$ cat src/hdl/lvrpf_pkg.sv
`timescale 1ns / 1ps

package lvrpf_pkg;

  // label field and class set: every 2-bit label is a class of its own
  localparam int LABEL_W     = 2;
  localparam int NUM_CLASSES = 4;

  // result field width
  localparam int PEAK_W = 20;

  // configuration port
  localparam int CFG_DATA_W = 32;
  localparam int CFG_ADDR_W = 3;
  localparam int REG_IDX_W  = 1;

  localparam logic [REG_IDX_W-1:0] REG_QRS_CLASS   = 1'b0;
  localparam logic [LABEL_W-1:0]   QRS_CLASS_RESET = 2'd1;

  // queue between vote and run tracking
  localparam int QUEUE_DEPTH = 2;

  // what the run tracker needs to know about one batch of voted samples
  typedef struct packed {
    logic q;      // voted label is the qrs class
    logic multi;  // batch holds two or more samples
    logic last;   // batch closes the segment
  } desc_ctl_t;

endpackage

$ cat src/hdl/lvrpf_front.sv
`timescale 1ns / 1ps

module lvrpf_front #(
  parameter int VOTE_WINDOW = 9,
  parameter int CNT_W       = 20,
  parameter int MAX_SEGMENT = 1048576
) (
  input  logic                        clk,
  input  logic                        rst_n,
  input  logic                        in_valid,
  output logic                        in_stall,
  input  logic [lvrpf_pkg::LABEL_W-1:0] in_label,
  input  logic                        in_last_sample,
  input  logic [lvrpf_pkg::LABEL_W-1:0] qrs_class,
  input  logic                        queue_full,
  output logic                        desc_push,
  output lvrpf_pkg::desc_ctl_t        desc_ctl,
  output logic [CNT_W-1:0]            desc_first,
  output logic [CNT_W-1:0]            desc_t
);

  localparam int HALF = VOTE_WINDOW / 2;
  localparam int LAG  = VOTE_WINDOW - 1 - HALF;
  localparam int VC_W = $clog2(VOTE_WINDOW + 1);

  logic [lvrpf_pkg::LABEL_W-1:0] win_r [VOTE_WINDOW];
  logic [VC_W-1:0]               cnt_r   [lvrpf_pkg::NUM_CLASSES];
  logic [VC_W-1:0]               cnt_nxt [lvrpf_pkg::NUM_CLASSES];
  logic [CNT_W-1:0]              t_r;
  logic [CNT_W-1:0]              t_nxt;
  logic                          accept;
  logic                          drop;
  logic                          full_win;
  logic [lvrpf_pkg::LABEL_W-1:0] old_label;
  logic [lvrpf_pkg::LABEL_W-1:0] best;
  logic [VC_W-1:0]               best_cnt;

  assign in_stall = queue_full;
  assign accept   = in_valid && !in_stall;

  always_comb begin
    old_label = win_r[VOTE_WINDOW-1];
    drop      = 32'(t_r) >= 32'(VOTE_WINDOW);
    full_win  = 32'(t_r) == 32'(VOTE_WINDOW - 1);

    // running class counts over the window
    for (int c = 0; c < lvrpf_pkg::NUM_CLASSES; c++) begin
      cnt_nxt[c] = cnt_r[c] + VC_W'(in_label == lvrpf_pkg::LABEL_W'(c))
                 - VC_W'(drop && (old_label == lvrpf_pkg::LABEL_W'(c)));
    end

    // majority, ties to the lowest class
    best     = '0;
    best_cnt = cnt_nxt[0];
    for (int c = 1; c < lvrpf_pkg::NUM_CLASSES; c++) begin
      if (cnt_nxt[c] > best_cnt) begin
        best     = lvrpf_pkg::LABEL_W'(c);
        best_cnt = cnt_nxt[c];
      end
    end

    desc_push      = accept && (in_last_sample || drop || full_win);
    desc_ctl.q     = (best == qrs_class);
    desc_ctl.multi = in_last_sample ? (t_r != '0) : full_win;
    desc_ctl.last  = in_last_sample;
    desc_first     = drop ? (t_r - CNT_W'(LAG)) : '0;
    desc_t         = t_r;

    // saturating sample index
    if (t_r == CNT_W'(MAX_SEGMENT - 1)) begin
      t_nxt = t_r;
    end else begin
      t_nxt = t_r + CNT_W'(1);
    end
  end

  // label shift line, payload only
  always_ff @(posedge clk) begin
    if (accept) begin
      win_r[0] <= in_label;
      for (int k = 1; k < VOTE_WINDOW; k++) begin
        win_r[k] <= win_r[k-1];
      end
    end
  end

  always_ff @(posedge clk) begin
    if (!rst_n) begin
      t_r <= '0;
      for (int c = 0; c < lvrpf_pkg::NUM_CLASSES; c++) begin
        cnt_r[c] <= '0;
      end
    end else if (accept) begin
      if (in_last_sample) begin
        t_r <= '0;
        for (int c = 0; c < lvrpf_pkg::NUM_CLASSES; c++) begin
          cnt_r[c] <= '0;
        end
      end else begin
        t_r <= t_nxt;
        for (int c = 0; c < lvrpf_pkg::NUM_CLASSES; c++) begin
          cnt_r[c] <= cnt_nxt[c];
        end
      end
    end
  end

endmodule

$ cat src/hdl/lvrpf_queue.sv
`timescale 1ns / 1ps

module lvrpf_queue #(
  parameter int WIDTH = 43
) (
  input  logic             clk,
  input  logic             rst_n,
  input  logic             push,
  input  logic [WIDTH-1:0] push_data,
  input  logic             pop,
  output logic [WIDTH-1:0] head_data,
  output logic             full,
  output logic             empty
);

  localparam int PTR_W = $clog2(lvrpf_pkg::QUEUE_DEPTH);
  localparam int CNT_W = $clog2(lvrpf_pkg::QUEUE_DEPTH + 1);

  logic [WIDTH-1:0] mem_r [lvrpf_pkg::QUEUE_DEPTH];
  logic [PTR_W-1:0] wr_ptr_r;
  logic [PTR_W-1:0] rd_ptr_r;
  logic [CNT_W-1:0] count_r;
  logic [CNT_W-1:0] count_nxt;
  logic             do_push;
  logic             do_pop;

  assign full      = (count_r == CNT_W'(lvrpf_pkg::QUEUE_DEPTH));
  assign empty     = (count_r == '0);
  assign do_push   = push && !full;
  assign do_pop    = pop && !empty;
  assign head_data = mem_r[rd_ptr_r];

  always_comb begin
    count_nxt = count_r + CNT_W'(do_push) - CNT_W'(do_pop);
  end

  always_ff @(posedge clk) begin
    if (do_push) begin
      mem_r[wr_ptr_r] <= push_data;
    end
  end

  always_ff @(posedge clk) begin
    if (!rst_n) begin
      wr_ptr_r <= '0;
      rd_ptr_r <= '0;
      count_r  <= '0;
    end else begin
      if (do_push) begin
        wr_ptr_r <= (wr_ptr_r == PTR_W'(lvrpf_pkg::QUEUE_DEPTH - 1)) ? '0 : wr_ptr_r + PTR_W'(1);
      end
      if (do_pop) begin
        rd_ptr_r <= (rd_ptr_r == PTR_W'(lvrpf_pkg::QUEUE_DEPTH - 1)) ? '0 : rd_ptr_r + PTR_W'(1);
      end
      count_r <= count_nxt;
    end
  end

endmodule

$ cat src/hdl/lvrpf_back.sv
`timescale 1ns / 1ps

module lvrpf_back #(
  parameter int CNT_W = 20
) (
  input  logic                           clk,
  input  logic                           rst_n,
  input  logic                           queue_empty,
  output logic                           queue_pop,
  input  lvrpf_pkg::desc_ctl_t           desc_ctl,
  input  logic [CNT_W-1:0]               desc_first,
  input  logic [CNT_W-1:0]               desc_t,
  output logic                           out_valid,
  input  logic                           out_stall,
  output logic [lvrpf_pkg::PEAK_W-1:0]   out_peak_index,
  output logic                           out_last_of_run
);

  localparam int EXT_W = (CNT_W > lvrpf_pkg::PEAK_W) ? CNT_W : lvrpf_pkg::PEAK_W;

  logic                          open_r;
  logic                          open_nxt;
  logic                          mark_r;
  logic                          mark_nxt;
  logic [CNT_W-1:0]              start_r;
  logic [CNT_W-1:0]              start_nxt;
  logic                          out_valid_r;
  logic                          out_valid_nxt;
  logic [lvrpf_pkg::PEAK_W-1:0]  peak_r;
  logic                          take;
  logic                          emit;
  logic [CNT_W-1:0]              run_first;
  logic [CNT_W-1:0]              run_end;
  logic [CNT_W:0]                run_sum;
  logic [CNT_W-1:0]              mid;
  logic [EXT_W-1:0]              mid_ext;

  assign take      = !queue_empty && (!out_valid_r || !out_stall);
  assign queue_pop = take;

  always_comb begin
    open_nxt  = open_r;
    mark_nxt  = mark_r;
    start_nxt = start_r;
    emit      = 1'b0;
    run_first = start_r;
    run_end   = desc_t;

    if (desc_ctl.q) begin
      // qrs batch: opens a run or extends the open one
      if (!open_r) begin
        start_nxt = desc_first;
      end
      run_first = open_r ? start_r : desc_first;
      mark_nxt  = open_r || desc_ctl.multi;
      open_nxt  = 1'b1;
      emit      = desc_ctl.last && mark_nxt;
      run_end   = desc_t;
    end else begin
      // non-qrs batch closes a run that ended one sample earlier
      emit      = open_r && mark_r;
      run_first = start_r;
      run_end   = (desc_first != '0) ? (desc_first - CNT_W'(1)) : '0;
      mark_nxt  = 1'b0;
      open_nxt  = 1'b0;
    end

    if (desc_ctl.last) begin
      open_nxt = 1'b0;
      mark_nxt = 1'b0;
    end

    // floor of the midpoint equals start plus half the span
    run_sum = {1'b0, run_first} + {1'b0, run_end};
    mid     = (run_end > run_first) ? run_sum[CNT_W:1] : run_first;
    mid_ext = EXT_W'(mid);

    if (take) begin
      out_valid_nxt = emit;
    end else begin
      out_valid_nxt = out_valid_r && out_stall;
    end
  end

  always_ff @(posedge clk) begin
    if (take && emit) begin
      peak_r <= mid_ext[lvrpf_pkg::PEAK_W-1:0];
    end
    if (take) begin
      start_r <= start_nxt;
    end
  end

  always_ff @(posedge clk) begin
    if (!rst_n) begin
      open_r      <= 1'b0;
      mark_r      <= 1'b0;
      out_valid_r <= 1'b0;
    end else begin
      if (take) begin
        open_r <= open_nxt;
        mark_r <= mark_nxt;
      end
      out_valid_r <= out_valid_nxt;
    end
  end

  assign out_valid       = out_valid_r;
  assign out_peak_index  = peak_r;
  // an item never causes more than one peak, so every word closes its item
  assign out_last_of_run = 1'b1;

endmodule

$ cat src/hdl/label_vote_r_peak_finder_top.sv
`timescale 1ns / 1ps
// a peak word is offered after the item that completes it is taken: the item's batch
// enters the queue, then the run tracker loads the output register
// throughput: one label word per cycle, sustained while the output side keeps up
// a voted sample trails its input by VOTE_WINDOW-1-VOTE_WINDOW/2 words; the rest flush on last
// reset: synchronous, active low; segment state and queue clear at once, qrs_class goes to 1

module label_vote_r_peak_finder_top #(
  parameter int VOTE_WINDOW = 9,
  parameter int MAX_SEGMENT = 1048576
) (
  input  logic                                clk,
  input  logic                                rst_n,
  // label words
  input  logic                                in_valid,
  output logic                                in_stall,
  input  logic [lvrpf_pkg::LABEL_W-1:0]       in_label,
  input  logic                                in_last_sample,
  // peak words
  output logic                                out_valid,
  input  logic                                out_stall,
  output logic [lvrpf_pkg::PEAK_W-1:0]        out_peak_index,
  output logic                                out_last_of_run,
  // register port
  input  logic                                cfg_psel,
  input  logic                                cfg_penable,
  input  logic                                cfg_pwrite,
  input  logic [lvrpf_pkg::CFG_ADDR_W-1:0]    cfg_paddr,
  input  logic [lvrpf_pkg::CFG_DATA_W-1:0]    cfg_pwdata,
  output logic [lvrpf_pkg::CFG_DATA_W-1:0]    cfg_prdata,
  output logic                                cfg_pready
);

  // width of the saturating sample index
  localparam int CNT_W  = $clog2(MAX_SEGMENT);
  localparam int CTL_W  = $bits(lvrpf_pkg::desc_ctl_t);
  localparam int DESC_W = CTL_W + 2 * CNT_W;

  logic [lvrpf_pkg::LABEL_W-1:0]   qrs_class_r;
  logic [lvrpf_pkg::REG_IDX_W-1:0] reg_idx;
  logic                            cfg_write;

  logic                            desc_push;
  lvrpf_pkg::desc_ctl_t            front_ctl;
  logic [CNT_W-1:0]                front_first;
  logic [CNT_W-1:0]                front_t;
  logic [DESC_W-1:0]               push_data;
  logic [DESC_W-1:0]               head_data;
  logic                            queue_full;
  logic                            queue_empty;
  logic                            queue_pop;
  lvrpf_pkg::desc_ctl_t            head_ctl;
  logic [CNT_W-1:0]                head_first;
  logic [CNT_W-1:0]                head_t;

  // register port: no wait states, one word-aligned register
  assign cfg_pready = 1'b1;
  assign reg_idx    = cfg_paddr[lvrpf_pkg::CFG_ADDR_W-1:2];
  assign cfg_write  = cfg_psel && cfg_penable && cfg_pwrite && cfg_pready;

  always_ff @(posedge clk) begin
    if (!rst_n) begin
      qrs_class_r <= lvrpf_pkg::QRS_CLASS_RESET;
    end else if (cfg_write) begin
      unique case (reg_idx)
        lvrpf_pkg::REG_QRS_CLASS: qrs_class_r <= cfg_pwdata[lvrpf_pkg::LABEL_W-1:0];
        default: ;
      endcase
    end
  end

  always_comb begin
    unique case (reg_idx)
      lvrpf_pkg::REG_QRS_CLASS: cfg_prdata = lvrpf_pkg::CFG_DATA_W'(qrs_class_r);
      default:                  cfg_prdata = '0;
    endcase
  end

  // front: window, class counts and vote; at most one batch descriptor per accepted label word
  lvrpf_front #(
    .VOTE_WINDOW (VOTE_WINDOW),
    .CNT_W       (CNT_W),
    .MAX_SEGMENT (MAX_SEGMENT)
  ) u_front (
    .clk            (clk),
    .rst_n          (rst_n),
    .in_valid       (in_valid),
    .in_stall       (in_stall),
    .in_label       (in_label),
    .in_last_sample (in_last_sample),
    .qrs_class      (qrs_class_r),
    .queue_full     (queue_full),
    .desc_push      (desc_push),
    .desc_ctl       (front_ctl),
    .desc_first     (front_first),
    .desc_t         (front_t)
  );

  // short queue decouples the vote from the run tracker and output stalls
  assign push_data = {front_ctl, front_first, front_t};

  lvrpf_queue #(
    .WIDTH (DESC_W)
  ) u_queue (
    .clk       (clk),
    .rst_n     (rst_n),
    .push      (desc_push),
    .push_data (push_data),
    .pop       (queue_pop),
    .head_data (head_data),
    .full      (queue_full),
    .empty     (queue_empty)
  );

  assign head_ctl   = head_data[DESC_W-1 -: CTL_W];
  assign head_first = head_data[2*CNT_W-1 -: CNT_W];
  assign head_t     = head_data[CNT_W-1:0];

  // back: qrs run tracking and midpoint, output register towards the sink
  lvrpf_back #(
    .CNT_W (CNT_W)
  ) u_back (
    .clk             (clk),
    .rst_n           (rst_n),
    .queue_empty     (queue_empty),
    .queue_pop       (queue_pop),
    .desc_ctl        (head_ctl),
    .desc_first      (head_first),
    .desc_t          (head_t),
    .out_valid       (out_valid),
    .out_stall       (out_stall),
    .out_peak_index  (out_peak_index),
    .out_last_of_run (out_last_of_run)
  );

endmodule

$ cat config.mk
export PLATFORM = sky130hd
export DESIGN_NAME = label_vote_r_peak_finder_top
export DESIGN_NICKNAME = d
export VERILOG_FILES = /design/src/hdl/lvrpf_pkg.sv /design/src/hdl/lvrpf_front.sv /design/src/hdl/lvrpf_queue.sv /design/src/hdl/lvrpf_back.sv /design/src/hdl/label_vote_r_peak_finder_top.sv
export SDC_FILE = /design/constraint.sdc
export NUM_CORES = 1
export LEC_CHECK = 0
export ABC_AREA = 1
export BUFFER_PORTS_ARGS = -buffer_cell sky130_fd_sc_hd__buf_2
export CORE_ASPECT_RATIO = 0.6
export CORE_MARGIN = 2
export CORE_UTILIZATION = 55
export DETAILED_ROUTE_END_ITERATION = 16
export PLACE_DENSITY = 0.74
export SYNTH_ARGS = -nofsm -noshare
export SYNTH_HDL_FRONTEND = slang
export SYNTH_SLANG_ARGS = --single-unit
$ cat constraint.sdc
create_clock -name clk -period 6.75 [get_ports clk]
set_input_delay 0.675 -clock clk [delete_from_list [all_inputs] [get_ports clk]]
set_output_delay 0.675 -clock clk [all_outputs]
set_load 0.005 [all_outputs]
* After elaboration in Yosys (flattened, before gate mapping)
Memories as Yosys holds them, arrays and structs flattened. A register that Yosys moved wholly into a read port is not among the register bits.
Cells that the tools add are included.
** Word-level totals
- Register bits :: 69
- Memory bits (writable) :: 120
- Output and inout port bits :: 56
- Memories kept :: 3
** Cells by class
- Add/subtract/negate cells :: 16
- Order comparisons :: 5
- Equality and inequality tests :: 11
- Muxes and demuxes :: 46
- Bitwise gates (word level) :: 9
- Reductions and logical operators :: 30
** Memories
- u_queue.mem_r :: depth 2, width 43, rd ports 1, clocked after Yosys merged registers in 1, wr ports 1, RTL line lvrpf_queue.sv:19 : logic [WIDTH-1:0] mem_r [lvrpf_pkg::QUEUE_DEPTH];
- u_front.win_r :: depth 9, width 2, rd ports 9, clocked after Yosys merged registers in 0, wr ports 9, RTL line lvrpf_front.sv:26 : logic [lvrpf_pkg::LABEL_W-1:0] win_r [VOTE_WINDOW];
- u_front.cnt_r :: depth 4, width 4, rd ports 4, clocked after Yosys merged registers in 0, wr ports 4, RTL line lvrpf_front.sv:27 : logic [VC_W-1:0] cnt_r [lvrpf_pkg::NUM_CLASSES];
** Operators by type and width (number)
- two-way mux 20 bit :: 8
- two-way mux 4 bit :: 10
- nonzero test 20 bit :: 2
- two-way mux 1 bit :: 25
- adder 20 x 20 -> 21 bit :: 1
- adder 20 x 1 -> 20 bit (second input constant) :: 1
- equality test 20 bit (second input constant) :: 1
- equality test 20 x 4 -> 1 bit (second input constant) :: 1
- greater-or-equal comparator 20 x 4 -> 1 bit (second input constant) :: 1
- > comparator 20 bit :: 1
- subtractor 20 x 1 -> 20 bit (second input constant) :: 1
- subtractor 20 x 3 -> 20 bit (second input constant) :: 1
- adder 4 x 1 -> 4 bit :: 4
- subtractor 4 x 1 -> 4 bit :: 4
- logical AND 1 bit :: 15
- > comparator 4 bit :: 3
- equality test 2 bit (second input constant) :: 5
- OR 1 bit :: 8
- zero test 2 bit :: 3
- two-way mux 2 bit :: 3
- equality test 2 x 1 -> 1 bit (second input constant) :: 2
- zero test 1 bit :: 4
- logical OR 1 bit :: 4
- AND reduction 2 bit :: 2
- 6 further kinds :: 7

* Depth between registers and ports, before layout
Gate-level depths: netlist (run 1).
An unclocked memory read counts as a cell.
- Depth after elaboration :: 11
- Depth in mapped cells :: 42
- Depth with buffers taken out :: 40

* Hierarchy
A second synthesis (run 1) with hierarchy kept.
** Unflattened totals
- Cell total of the unflattened synthesis :: 1432
- Area, all modules :: 12241.7 µm²
** Modules (own cells, without submodules)
- lvrpf_back :: instances 1, cells each 670, area an instance 4446.8 µm²
- lvrpf_front :: instances 1, cells each 536, area an instance 3878.7 µm²
- lvrpf_queue :: instances 1, cells each 172, area an instance 3555.9 µm²
- label_vote_r_peak_finder_top :: instances 1, cells each 54, area an instance 360.3 µm²

* Worst setup path before layout (run 1)
Ideal clock, no wire load.
- Path type :: reg2reg
- Start :: reg u_front.t_r[12] (netlist: u_front.desc_t[12])
- End :: mem u_queue.mem_r[0][42], data pin
- Data arrival time :: 5182 ps
- Setup slack :: 1308 ps
- Stages on the path, launching flop included :: 38
- Buffers on the path :: 2
- Clock period less this slack :: 5442 ps
- Path through :: dfxtp_1 buf_2 nor2_4 nand2_1 nor2_1 nand3_1 a21oi_2 buf_2 nor3_1 ha_1 inv_1 ha_1 fa_1 inv_1 ha_1 inv_1 o21bai_1 nand4_1 [2 not listed] o21ai_0 inv_1 ha_1 inv_1 nor2_1 o21ai_0 nand2_1 nand2_1 inv_1 nand2_1 nand2_1 ha_1 a21oi_1 o21ai_0 o21ai_0 nand2_1 xor2_1 a21oi_1
** RTL lines
- start: declaration :: RTL line lvrpf_front.sv:29 : logic [CNT_W-1:0] t_r;
- start signal: assignment :: RTL line lvrpf_front.sv:100 : t_r <= t_nxt;
- end: declaration :: RTL line lvrpf_queue.sv:19

==> reports/qor.csv, run 1 <==
stage,metric,value,unit
detailed_routing,drt-wirelength-per-cell,16.75,µm
setup_path,endpoint_kind,register,
clock_network,hold_buffers,0,
setup_path,worst_path_most_repeated_cell,nand2_1,
yosys,synth_edf_count,156,
finish,final_cell_mix,"305 x nand2_1, 172 x inv_1, 156 x edfxtp_1",
setup_path,rr_worst_depth,34,
yosys,avgSynthCellArea,8.506,µm²
sta,hold_violations,0,
setup_path,cp-startpoint,u_front.desc_t[12]$_SDFFE_PN0P_,
global_route,grt_pass1_vias,8399,
sta,setup_viol,0,
setup_path,timing.rr.end,u_queue.mem_r[0][42]$_DFFE_PP_,
floorplanning,ios,101,
clock_network,cts_buffers,17,
setup_path,slowest_delay,0.56,ns
global_route,grt_max_degree,50,
clock_network,cts_tree,yes,
finish,insertedDiodeCount,0,
run,drv_cap,0,
clock_network,postCtsSetupBuffers,0,
sta,slew_viol_final,0,
clock_network,clkSinkCount,190,
detailed_routing,vias,9449,
floorplanning,dieArea,22530,µm²
worst_hold_path,min_path_type,reg2reg,
global_route,grt_use_total,26.32,%
sta,fmax,161.9,MHz
setup_path,crit-reg2reg-launch,u_front.desc_t[12]$_SDFFE_PN0P_,
outcome,outcome,"complete, no violations",
setup_path,cp_max_fo,10,
global_route,antenna_found_initial,0,
floorplanning,initial_utilization,55.86,%
finish,seqCellArea,5365,µm²
finish,multi_input_area,5386,µm²
clock_network,clk_latency,0.44,ns
detailed_routing,totalWireLength,28.48,mm
placement,port_buffers,36,
yosys,synth-seq-cells,190,
placement,gp_congestion,0.9548,
finish,layout.nets,1536,
finish,final_common_cell,nand2_1,
clock_network,clk_root_buffer_cell,clkbuf_16,
floorplanning,die_w,192.5,µm
yosys,ys_seq_area_share,45.77,%
setup_path,crit_end,u_queue.mem_r[0][42]$_DFFE_PP_,
yosys,synth_cell_types,43,
detailed_routing,first_pass_iters,5,
global_route,grt_pass1_wl,44.64,mm
detailed_routing,ant_nets,0,
finish,drive_gt1_share,9.711,%
sta,finalClockSkew,0.01009,ns
yosys,async_reset_ff_share,0,%
yosys,yosys_warnings,0,
setup_path,path_class,reg2reg,
clock_network,path_clk_slew,0.07,ns
floorplanning,rows,41,
yosys,synthFlopType,edfxtp_1,
finish,fillers,1831,
sta,final.setup.tns,0,ns
clock_network,clock_tree.buffer_depth,2,
clock_network,cts-resized-gates,0,
sta,min_period,6.175,ns
setup_path,reg2reg_slack,0.58,ns
clock_network,htreeDepth,4,
detailed_routing,drtIter0Drc,987,
setup_path,cp-start-kind,register,
sta,rsz0062_at_grt,no,
floorplanning,dieHeight,117.1,µm
yosys,syn_area,11720,µm²
setup_path,cpMaxStageDelayCell,fa_1,
setup_path,cp_data_arrival_time,6.42,ns
global_route,grt_overflow,0,
setup_path,worstPathRequired,7.00,ns
detailed_routing,via_per_inst,5.558,
placement,hpwlAfterDp,21.29,mm
yosys,netlist_instances,1378,
detailed_routing,drc,0,
sta,slew-limit-headroom,24.35,%
sta,fin_crit_sh,91.48,%
finish,syn2layout_area_growth,7.686,%
sta,worst_pin_slew,1.133,ns
floorplanning,coreArea,20980,µm²
kinds of logic after synthesis:
kind of cell             share of synthesized area (%)
AO/OA/AOI/OAI                                    10.45
adder cells (fa/ha/maj)                          9.180
flip-flops                                       45.77
other                                          0.06407
buffers and inverters                            9.468
AND/OR/NAND/NOR                                  21.55
XOR/XNOR                                         3.512
worst max-delay path, delay by kind of cell (launching register included):
kind	cells	cell delay [ns]
AO/OA/AOI/OAI	6	1.33
XOR/XNOR	1	0.15
adder cells (fa/ha/maj)	6	1.92
buffers and inverters	6	0.43
flip-flops	1	0.44
AND/OR/NAND/NOR	15	1.70
routing by layer:
metal | up-vias | track usage, % | share of wire, %
li1 | 4558 | - | -
met5 | - | 0 | 0
met2 | 476 | 34.53 | 38
met1 | 4385 | 41.52 | 49
met4 | 0 | 6.565 | 1.1
met3 | 30 | 7.901 | 13
flip-flops by register name (all words and copies together) (netlist names), 2 cells and up, named ones only:
| name | count |
|---|---|
| u_front.cnt_r | 16 |
| u_front.win_r | 18 |
| u_queue.count_r | 2 |
| qrs_class_r | 2 |
| u_front.desc_t | 20 |
| u_back.start_r | 20 |
| u_back.out_peak_index | 20 |
| u_queue.mem_r | 86 |
worst min-delay path by stage:
stage | startpoint | endpoint | slack, ns | cells after the start
finish | u_front.win_r[0][0]$_DFFE_PP_ | u_front.win_r[0][2]$_DFFE_PP_ | 0.41 | 0
global route | u_front.win_r[0][6]$_DFFE_PP_ | u_front.win_r[0][8]$_DFFE_PP_ | 0.43 | 0
CTS | u_front.win_r[0][0]$_DFFE_PP_ | u_front.win_r[0][2]$_DFFE_PP_ | 0.42 | 0
detailed placement | u_front.win_r[0][2]$_DFFE_PP_ | u_front.win_r[0][4]$_DFFE_PP_ | 0.40 | 0
global placement | u_front.win_r[0][9]$_DFFE_PP_ | u_front.win_r[0][11]$_DFFE_PP_ | 0.40 | 0
floorplan | u_front.win_r[0][8]$_DFFE_PP_ | u_front.win_r[0][10]$_DFFE_PP_ | 0.40 | 0
Yosys cell counts, drive strengths merged, types with 8 or more instances:
library cell	number	area [µm²]
a21oi	76	384.1
buf	55	392.9
clkbuf	8	30.03
dfxtp	34	680.7
edfxtp	156	4684
ha	78	975.9
inv	182	683.2
nand2	311	1182
nand3	62	315.3
nand4	17	106.4
nor2	149	591.8
nor3	23	131.4
o211ai	8	60.06
o21ai	109	613.1
o22ai	11	68.82
or2	20	125.1
xnor2	8	70.07
xor2	39	341.6
cell type report:
class | instances | share of cell area (%)
flip-flops and latches | 190 | 42.51
clock inverters | 13 | 1.279
well taps | 279 | 2.766
multi-input cells | 972 | 42.67
inverters | 183 | 5.442
clock buffers | 19 | 3.430
repair buffers | 44 | 1.903
metrics by stage:
stage	std cells	hold slack, ns	instance area (µm²)	utilization [%]	setup slack [ns]
final	1700	0.4135	12620	60.16	0.5752
after detailed placement	1668	0.4045	12010	57.24	0.5416
after global routing	1700	0.4289	12620	60.16	0.06553
after CTS	1700	0.4169	12600	60.08	0.4128
after floorplan	1408	0.4003	11830	-	1.308
after global placement	1668	0.4019	12010	57.24	0.6222
Power of run 1 is not shown: default switching activity piles up to over one toggle a cycle in this logic, so the estimate is an artifact.
==> inputs of run 2 (changes only) <==
--- a/config.mk
+++ b/config.mk
@@ -5,13 +5,12 @@
 export SDC_FILE = /design/constraint.sdc
 export NUM_CORES = 1
 export LEC_CHECK = 0
-export ABC_AREA = 1
 export BUFFER_PORTS_ARGS = -buffer_cell sky130_fd_sc_hd__buf_2
 export CORE_ASPECT_RATIO = 0.6
 export CORE_MARGIN = 2
 export CORE_UTILIZATION = 55
 export DETAILED_ROUTE_END_ITERATION = 16
-export PLACE_DENSITY = 0.74
+export PLACE_DENSITY = 0.75
 export SYNTH_ARGS = -nofsm -noshare
 export SYNTH_HDL_FRONTEND = slang
 export SYNTH_SLANG_ARGS = --single-unit
==> run 2 against run 1 <==
Against the previous run:
- via count is 15% lower
- critical path depth is 4 lower
- core utilization is 1.7 points higher
- global-route usage is 2.9 points lower
- flip-flop and latch count stayed put
- clock-buffer cell count is 1 lower
- synthesized cell count is 24% lower
- cell area is 1.6% lower
==> reports/qor.csv, run 2 <==
stage,metric,value,unit,change
outcome,outcome,"complete, no violations",,
yosys,synth_edf_count,156,,unchanged
power,leakage,0.004854,µW,
finish,drive_gt1_share,13.58,%,+3.9 points
power,swShare,42.71,%,
power,internal_power,3582,µW,
placement,hpwlAfterDp,18.29,mm,-14%
setup_path,slowest_delay,0.56,ns,about the same
sta,min_period,6.555,ns,+0.3804 ns
power,ir_drop,358.2,µV,
power,clkPwrFrac,16.0,%,
sta,fin_crit_sh,97.11,%,+5.6 points
power,pwr-share-comb,57.0,%,
finish,final_common_cell,edfxtp_1,,
sta,setup_viol,0,,unchanged
yosys,async_reset_ff_share,0,%,unchanged
setup_path,cp_max_fo,4,,-6
clock_network,cts_tree,yes,,
floorplanning,coreArea,20070,µm²,-4.3%
setup_path,endpoint_kind,register,,
floorplanning,dieArea,21700,µm²,-3.7%
setup_path,rr_worst_depth,30,,-12%
clock_network,htreeDepth,4,,unchanged
placement,post-place-cells,1347,,-19%
global_route,grt_use_total,23.45,%,-2.9 points
sta,fmax,152.6,MHz,-5.8%
detailed_routing,totalWireLength,24.99,mm,-12%
run,drv_cap,0,,unchanged
clock_network,path_clk_slew,0.07,ns,about the same
clock_network,clk_root_buffer_cell,clkbuf_16,,
sta,slew_viol_final,0,,unchanged
finish,top_register,u_queue.mem_r,,
detailed_routing,drtIter0Drc,762,,-23%
global_route,grt_max_degree,44,,-12%
finish,largest_register_ffs,86,,unchanged
setup_path,path_class,reg2reg,,
worst_hold_path,min_from,u_front.win_r[0][4]$_DFFE_PP_,,
clock_network,cts_buffers,17,,unchanged
detailed_routing,ant_nets,0,,unchanged
global_route,grt_pass1_wl,39.03,mm,-13%
setup_path,cpMaxStageDelayCell,or4_4,,
finish,final_cell_mix,"156 x edfxtp_1, 79 x nor2_1, 73 x ha_1",,
floorplanning,initial_utilization,56.19,%,+0.33 points
yosys,avgSynthCellArea,10.75,µm²,+26%
yosys,netlist_instances,1049,,-24%
yosys,synth_most_common_cell,edfxtp_1,,
floorplanning,ios,101,,unchanged
placement,gp_congestion,0.9036,,-5.4%
power,switchingPower,2670,µW,
finish,layout.nets,1227,,-20%
yosys,yosys_warnings,0,,unchanged
sta,finalClockSkew,0.01132,ns,+0.001233 ns
detailed_routing,drt-wirelength-per-cell,18.05,µm,+7.7%
setup_path,crit-reg2reg-launch,u_front.desc_t[11]$_SDFFE_PN0P_,,
global_route,antenna_found_initial,0,,unchanged
power,seq_power_share,27.0,%,
detailed_routing,first_pass_iters,6,,+1
floorplanning,die_w,188.9,µm,-1.9%
setup_path,worst_path_most_repeated_cell,a21oi_2,,
yosys,synth_top_area_share,41.54,%,+1.6 points
setup_path,reg2reg_slack,0.19,ns,-0.38 ns
clock_network,clkSinkCount,190,,unchanged
yosys,synthFlopType,edfxtp_1,,
floorplanning,dieHeight,114.9,µm,-1.8%
yosys,synth_cell_types,81,,+88%
power,power.density,503.2,nW/µm²,
worst_hold_path,hold_depth,0,,unchanged
yosys,ys_seq_area_share,47.58,%,+1.8 points
floorplanning,rows,40,,-2.4%
clock_network,clock_tree.buffer_depth,2,,unchanged
finish,fin_util,61.91,%,+1.7 points
detailed_routing,vias,8005,,-15%
global_route,grt_overflow,0,,unchanged
finish,insertedDiodeCount,0,,unchanged
setup_path,timing.rr.end,u_queue.mem_r[1][42]$_DFFE_PP_,,
clock_network,hold_buffers,0,,unchanged
setup_path,worstPathRequired,6.94,ns,-0.06 ns
worst_hold_path,min_delay_worst_endpoint,u_front.win_r[0][6]$_DFFE_PP_,,
sta,final.setup.tns,0,ns,unchanged
global_route,grt_pass1_vias,7368,,-12%
yosys,synthTopCellsByArea,"edfxtp_1 42%, ha_1 8.7%, dfxtp_1 6.0%, mux2i_1 3.6%, xnor2_1 3.5%",,
yosys,synth_area_leader_cell,edfxtp_1,,
detailed_routing,via_per_inst,5.780,,+4.0%
yosys,yosys-top-cells-count,"156 x edfxtp_1, 79 x nor2_1, 78 x ha_1, 70 x inv_1, 54 x nand2_1",,
yosys,syn_area,11280,µm²,-3.8%
sta,worst_pin_slew,1.070,ns,-0.06341 ns
worst_hold_path,min_path_type,reg2reg,,
sta,hold_violations,0,,unchanged
sta,slew-limit-headroom,28.66,%,+4.3 points
yosys,synth-seq-cells,190,,unchanged
finish,fillers,1606,,-12%
clock_network,clk_latency,0.45,ns,about the same
placement,port_buffers,36,,unchanged
detailed_routing,drc,0,,unchanged
setup_path,cp_data_arrival_time,6.75,ns,+0.33 ns
finish,final_cells,1385,,-19%
finish,syn2layout_area_growth,10.17,%,
setup_path,cp-start-kind,register,,
==> run 2: changes by cell type in the layout (fill, tap and decap cells not counted), sizes merged, moves of 37 or more <==
| cell | before | now |
|---|---|---|
| inv | 186 | 79 |
| mux2i | 0 | 42 |
| nand2 | 311 | 54 |
| nand3 | 62 | 19 |
| nor2 | 149 | 79 |
| o21ai | 109 | 55 |
| xnor2 | 8 | 45 |
==> run 2: worst max-delay path by stage <==
| stage | startpoint | to | slack (ns) | cells after the start |
|---|---|---|---|---|
| 4_1_cts | u_front.desc_t[8]$_SDFFE_PN0P_ | u_queue.mem_r[1][42]$_DFFE_PP_ | 0.03 | 28 |
| 5_1_grt | u_front.desc_t[11]$_SDFFE_PN0P_ | u_queue.mem_r[1][42]$_DFFE_PP_ | -0.08 | 28 |
| 6_report | u_front.desc_t[11]$_SDFFE_PN0P_ | u_queue.mem_r[1][42]$_DFFE_PP_ | 0.19 | 30 |
| 3_5_place_dp | u_front.desc_t[8]$_SDFFE_PN0P_ | u_queue.mem_r[0][42]$_DFFE_PP_ | -0.08 | 28 |
| 2_1_floorplan | u_front.desc_t[8]$_SDFFE_PN0P_ | u_queue.mem_r[0][42]$_DFFE_PP_ | 0.08 | 29 |
| 3_3_place_gp | u_front.desc_t[8]$_SDFFE_PN0P_ | u_queue.mem_r[0][42]$_DFFE_PP_ | 0.14 | 27 |
==> run 2: through the flow <==
step | total power, µW | instance area (µm²) | hold WS (ns) | worst slack, ns
final | 6252 | 12420 | 0.4216 | 0.1948
after global routing | 6665 | 12420 | 0.4252 | -0.08237
after CTS | 6095 | 12300 | 0.4246 | 0.02547
after detailed placement | 5059 | 11710 | 0.4059 | -0.07764
after global placement | 4975 | 11710 | 0.4004 | 0.1400
after floorplan | 4348 | 11390 | 0.4003 | 0.08161
==> run 2: cell families after synthesis <==
family / synth area share (%)
other: 0.06660
DFF: 47.58
AOI/OAI and AO/OA: 11.22
xor gates and xnor gates: 6.136
muxes: 4.294
and+or+nand+nor: 14.78
buffers and inverters: 6.302
adders and majority gates: 9.631
==> run 2: critical path: cells and delay by family (launching register included) <==
kind            cells  cell delay [ns]
compound gates      7             1.21
simple gates        9             1.66
fa+ha+maj           7             1.90
flops               1             0.32
mux                 2             0.65
buf+inv             5             0.56
==> run 2: cell type report <==
| class | count | area (µm²) | share of cell area [%] |
|---|---|---|---|
| Clock inverter | 14 | 145.1 | 1.168 |
| Multi-Input combinational cell | 748 | 5428 | 43.69 |
| Tap cell | 273 | 341.6 | 2.749 |
| Sequential cell | 190 | 5368 | 43.20 |
| Clock buffer | 18 | 429.2 | 3.454 |
| Timing Repair Buffer | 72 | 450.4 | 3.625 |
| Inverter | 70 | 262.8 | 2.115 |
==> run 2: power by group through the flow <==
| stage | combinational (µW) | sequential (µW) | clock (µW) |
|---|---|---|---|
| 2_1_floorplan | 2670 | 1680 | 0 |
| 3_3_place_gp | 3270 | 1710 | 0 |
| 3_5_place_dp | 3350 | 1710 | 0 |
| 4_1_cts | 3390 | 1690 | 1020 |
| 5_1_grt | 3890 | 1710 | 1060 |
| 6_report | 3560 | 1690 | 1000 |
==> run 2: what timing repair did <==
action                     4_1_cts  5_1_grt
buffers inserted                 0        6
pin swaps                        1       18
setup endpoints to repair        2        2
gates resized for setup          4       17
==> run 2: metal layers <==
metal	vias to the layer above	routed length [µm]	global-route usage (%)
li1	3813	-	-
met1	3852	12440	36.30
met2	319	10100	32.43
met3	21	2221	6.013
met4	0	236	6.146
met5	-	0	0
Note: power is estimated with default switching activity, not from simulation.
==> inputs of run 3 (changes only) <==
--- a/config.mk
+++ b/config.mk
@@ -9,6 +9,7 @@
 export CORE_ASPECT_RATIO = 0.6
 export CORE_MARGIN = 2
 export CORE_UTILIZATION = 55
+export CTS_BUF_LIST = sky130_fd_sc_hd__clkbuf_4 sky130_fd_sc_hd__clkbuf_8 sky130_fd_sc_hd__clkbuf_16
 export DETAILED_ROUTE_END_ITERATION = 16
 export PLACE_DENSITY = 0.75
 export SYNTH_ARGS = -nofsm -noshare
==> run 3 against run 2 <==
Against the previous run:
- combinational power is essentially flat
- sequential share of layout area is essentially flat
- clock power is essentially flat
- critical endpoint unchanged
==> reports/qor.csv, run 3 (same netlist as run 2, synthesis figures left out) <==
stage,metric,value,unit,change
sta,fin_crit_sh,97.16,%,about the same
power,power.total,6257,µW,about the same
clock_network,hold_buffers,0,,unchanged
floorplanning,ios,101,,unchanged
sta,fmax,152.5,MHz,about the same
global_route,grt_pass1_vias,7373,,+0.068%
global_route,grt_max_degree,44,,unchanged
sta,slew_viol_final,0,,unchanged
floorplanning,initial_utilization,56.19,%,unchanged
floorplanning,coreArea,20070,µm²,unchanged
clock_network,cts_buffers,17,,unchanged
setup_path,endpoint_kind,register,,
detailed_routing,drtIter0Drc,771,,+1.2%
finish,final_common_cell,edfxtp_1,,
floorplanning,rows,40,,unchanged
finish,final_cell_mix,"156 x edfxtp_1, 79 x nor2_1, 73 x ha_1",,
run,drv_cap,0,,unchanged
finish,design_area,12430,µm²,about the same
detailed_routing,vias,7999,,-0.075%
setup_path,cp_data_arrival_time,6.75,ns,about the same
global_route,grt_overflow,0,,unchanged
clock_network,clk_root_buffer_cell,clkbuf_16,,
setup_path,slowest_delay,0.56,ns,about the same
setup_path,crit-reg2reg-launch,u_front.desc_t[11]$_SDFFE_PN0P_,,
finish,drive_gt1_share,13.67,%,+0.090 points
placement,hpwlAfterDp,18.29,mm,unchanged
detailed_routing,first_pass_iters,5,,-1
sta,slew-limit-headroom,29.27,%,+0.61 points
sta,hold_violations,0,,unchanged
clock_network,cts_tree,yes,,
sta,hold_ws,0.4213,ns,-0.0002850 ns
detailed_routing,via_per_inst,5.775,,about the same
global_route,grt_use_total,23.46,%,about the same
setup_path,cp-start-kind,register,,
detailed_routing,drt-wirelength-per-cell,18.08,µm,+0.17%
outcome,outcome,"complete, no violations",,
global_route,antenna_found_initial,0,,unchanged
clock_network,clkSinkCount,190,,unchanged
setup_path,worstPathRequired,6.94,ns,about the same
worst_hold_path,min_delay_worst_endpoint,u_front.win_r[0][6]$_DFFE_PP_,,
setup_path,rr_worst_depth,29,,-3.3%
detailed_routing,ant_nets,0,,unchanged
floorplanning,dieHeight,114.9,µm,unchanged
finish,insertedDiodeCount,0,,unchanged
power,ir_drop,358.6,µV,+0.11%
detailed_routing,drc,0,,unchanged
floorplanning,dieArea,21700,µm²,unchanged
clock_network,clk_latency,0.45,ns,about the same
setup_path,reg2reg_slack,0.19,ns,about the same
placement,port_buffers,36,,unchanged
finish,top_register,u_queue.mem_r,,
finish,layout.nets,1227,,unchanged
finish,fillers,1606,,unchanged
detailed_routing,wl_met2,10.07,mm,-0.21%
finish,syn2layout_area_growth,10.21,%,about the same
placement,gp_congestion,0.9036,,unchanged
setup_path,worst_path_most_repeated_cell,a21oi_2,,
placement,placed_cell_area,11710,µm²,unchanged
sta,finalClockSkew,0.01074,ns,-0.0005832 ns
worst_hold_path,min_from,u_front.win_r[0][4]$_DFFE_PP_,,
detailed_routing,wl_met1,12.56,mm,+0.97%
worst_hold_path,hold_depth,0,,unchanged
sta,setup_viol,0,,unchanged
detailed_routing,dr_wl_met3,2.167,mm,-2.4%
detailed_routing,highest_layer,met4,,
power,leakage,0.004857,µW,about the same
setup_path,cp_max_fo,4,,unchanged
setup_path,cpMaxStageDelayCell,or4_4,,
power,power.density,503.4,nW/µm²,about the same
global_route,grt_pass1_wl,39.05,mm,about the same
floorplanning,die_w,188.9,µm,unchanged
clock_network,htreeDepth,4,,unchanged
sta,worst_pin_slew,1.061,ns,-0.009182 ns
detailed_routing,totalWireLength,25.04,mm,+0.17%
sta,min_period,6.558,ns,+0.003290 ns
setup_path,timing.rr.end,u_queue.mem_r[1][42]$_DFFE_PP_,,
clock_network,clock_tree.buffer_depth,2,,unchanged
worst_hold_path,min_path_type,reg2reg,,
clock_network,path_clk_slew,0.07,ns,about the same
setup_path,path_class,reg2reg,,
finish,largest_register_ffs,86,,unchanged
==> run 3: area by class of cell <==
cell class / instances / area (µm²) / area share, %
Tap cell: 273 / 341.6 / 2.748
Sequential cell: 190 / 5368 / 43.19
Multi-Input combinational cell: 748 / 5428 / 43.67
Timing Repair Buffer: 72 / 450.4 / 3.624
Inverter: 70 / 262.8 / 2.114
Clock buffer: 18 / 432.9 / 3.483
Clock inverter: 14 / 145.1 / 1.168
==> run 3: metal layers <==
metal,GRT usage (%),vias to the layer above
met1,36.30,3849
met3,6.013,21
met4,6.094,0
li1,-,3816
met2,32.50,313
met5,0,-
==> run 3: worst max-delay path by stage <==
| stage | start | slack (ns) | depth (start not counted) | to |
|---|---|---|---|---|
| floorplan | u_front.desc_t[8]$_SDFFE_PN0P_ | 0.08 | 29 | u_queue.mem_r[0][42]$_DFFE_PP_ |
| global placement | u_front.desc_t[8]$_SDFFE_PN0P_ | 0.14 | 27 | u_queue.mem_r[0][42]$_DFFE_PP_ |
| detailed placement | u_front.desc_t[8]$_SDFFE_PN0P_ | -0.08 | 28 | u_queue.mem_r[0][42]$_DFFE_PP_ |
| CTS | u_front.desc_t[8]$_SDFFE_PN0P_ | 0.03 | 28 | u_queue.mem_r[1][42]$_DFFE_PP_ |
| global route | u_front.desc_t[11]$_SDFFE_PN0P_ | -0.08 | 28 | u_queue.mem_r[1][42]$_DFFE_PP_ |
| finish | u_front.desc_t[11]$_SDFFE_PN0P_ | 0.19 | 29 | u_queue.mem_r[1][42]$_DFFE_PP_ |
==> run 3: stage by stage <==
stage	TNS [ns]	cells	setup WS, ns	utilization (%)
2_1_floorplan	0	1079	0.08161	-
3_3_place_gp	0	1347	0.1400	58.35
3_5_place_dp	-0.1553	1347	-0.07764	58.35
4_1_cts	0	1379	0.02547	61.30
5_1_grt	-0.1638	1385	-0.08237	61.93
6_report	0	1385	0.1915	61.93
==> run 3: what timing repair did <==
| item | CTS | global route |
|---|---|---|
| pin swaps | 1 | 18 |
| resized for setup | 4 | 17 |
| endpoints found under the setup margin | 2 | 2 |
| buffers inserted | 0 | 6 |
==> run 3: critical path, delay by kind of cell, from the launching register on <==
| family | cells | cell delay [ns] |
|---|---|---|
| buf+inv | 4 | 0.44 |
| simple gates | 9 | 1.69 |
| fa+ha+maj | 7 | 1.99 |
| compound gates | 7 | 1.21 |
| mux | 2 | 0.65 |
| flops | 1 | 0.32 |
==> run 3: where the power goes <==
| group | internal [µW] | switching, µW |
|---|---|---|
| clock | 527 | 476 |
| sequential | 1600 | 88.7 |
| combinational | 1460 | 2110 |
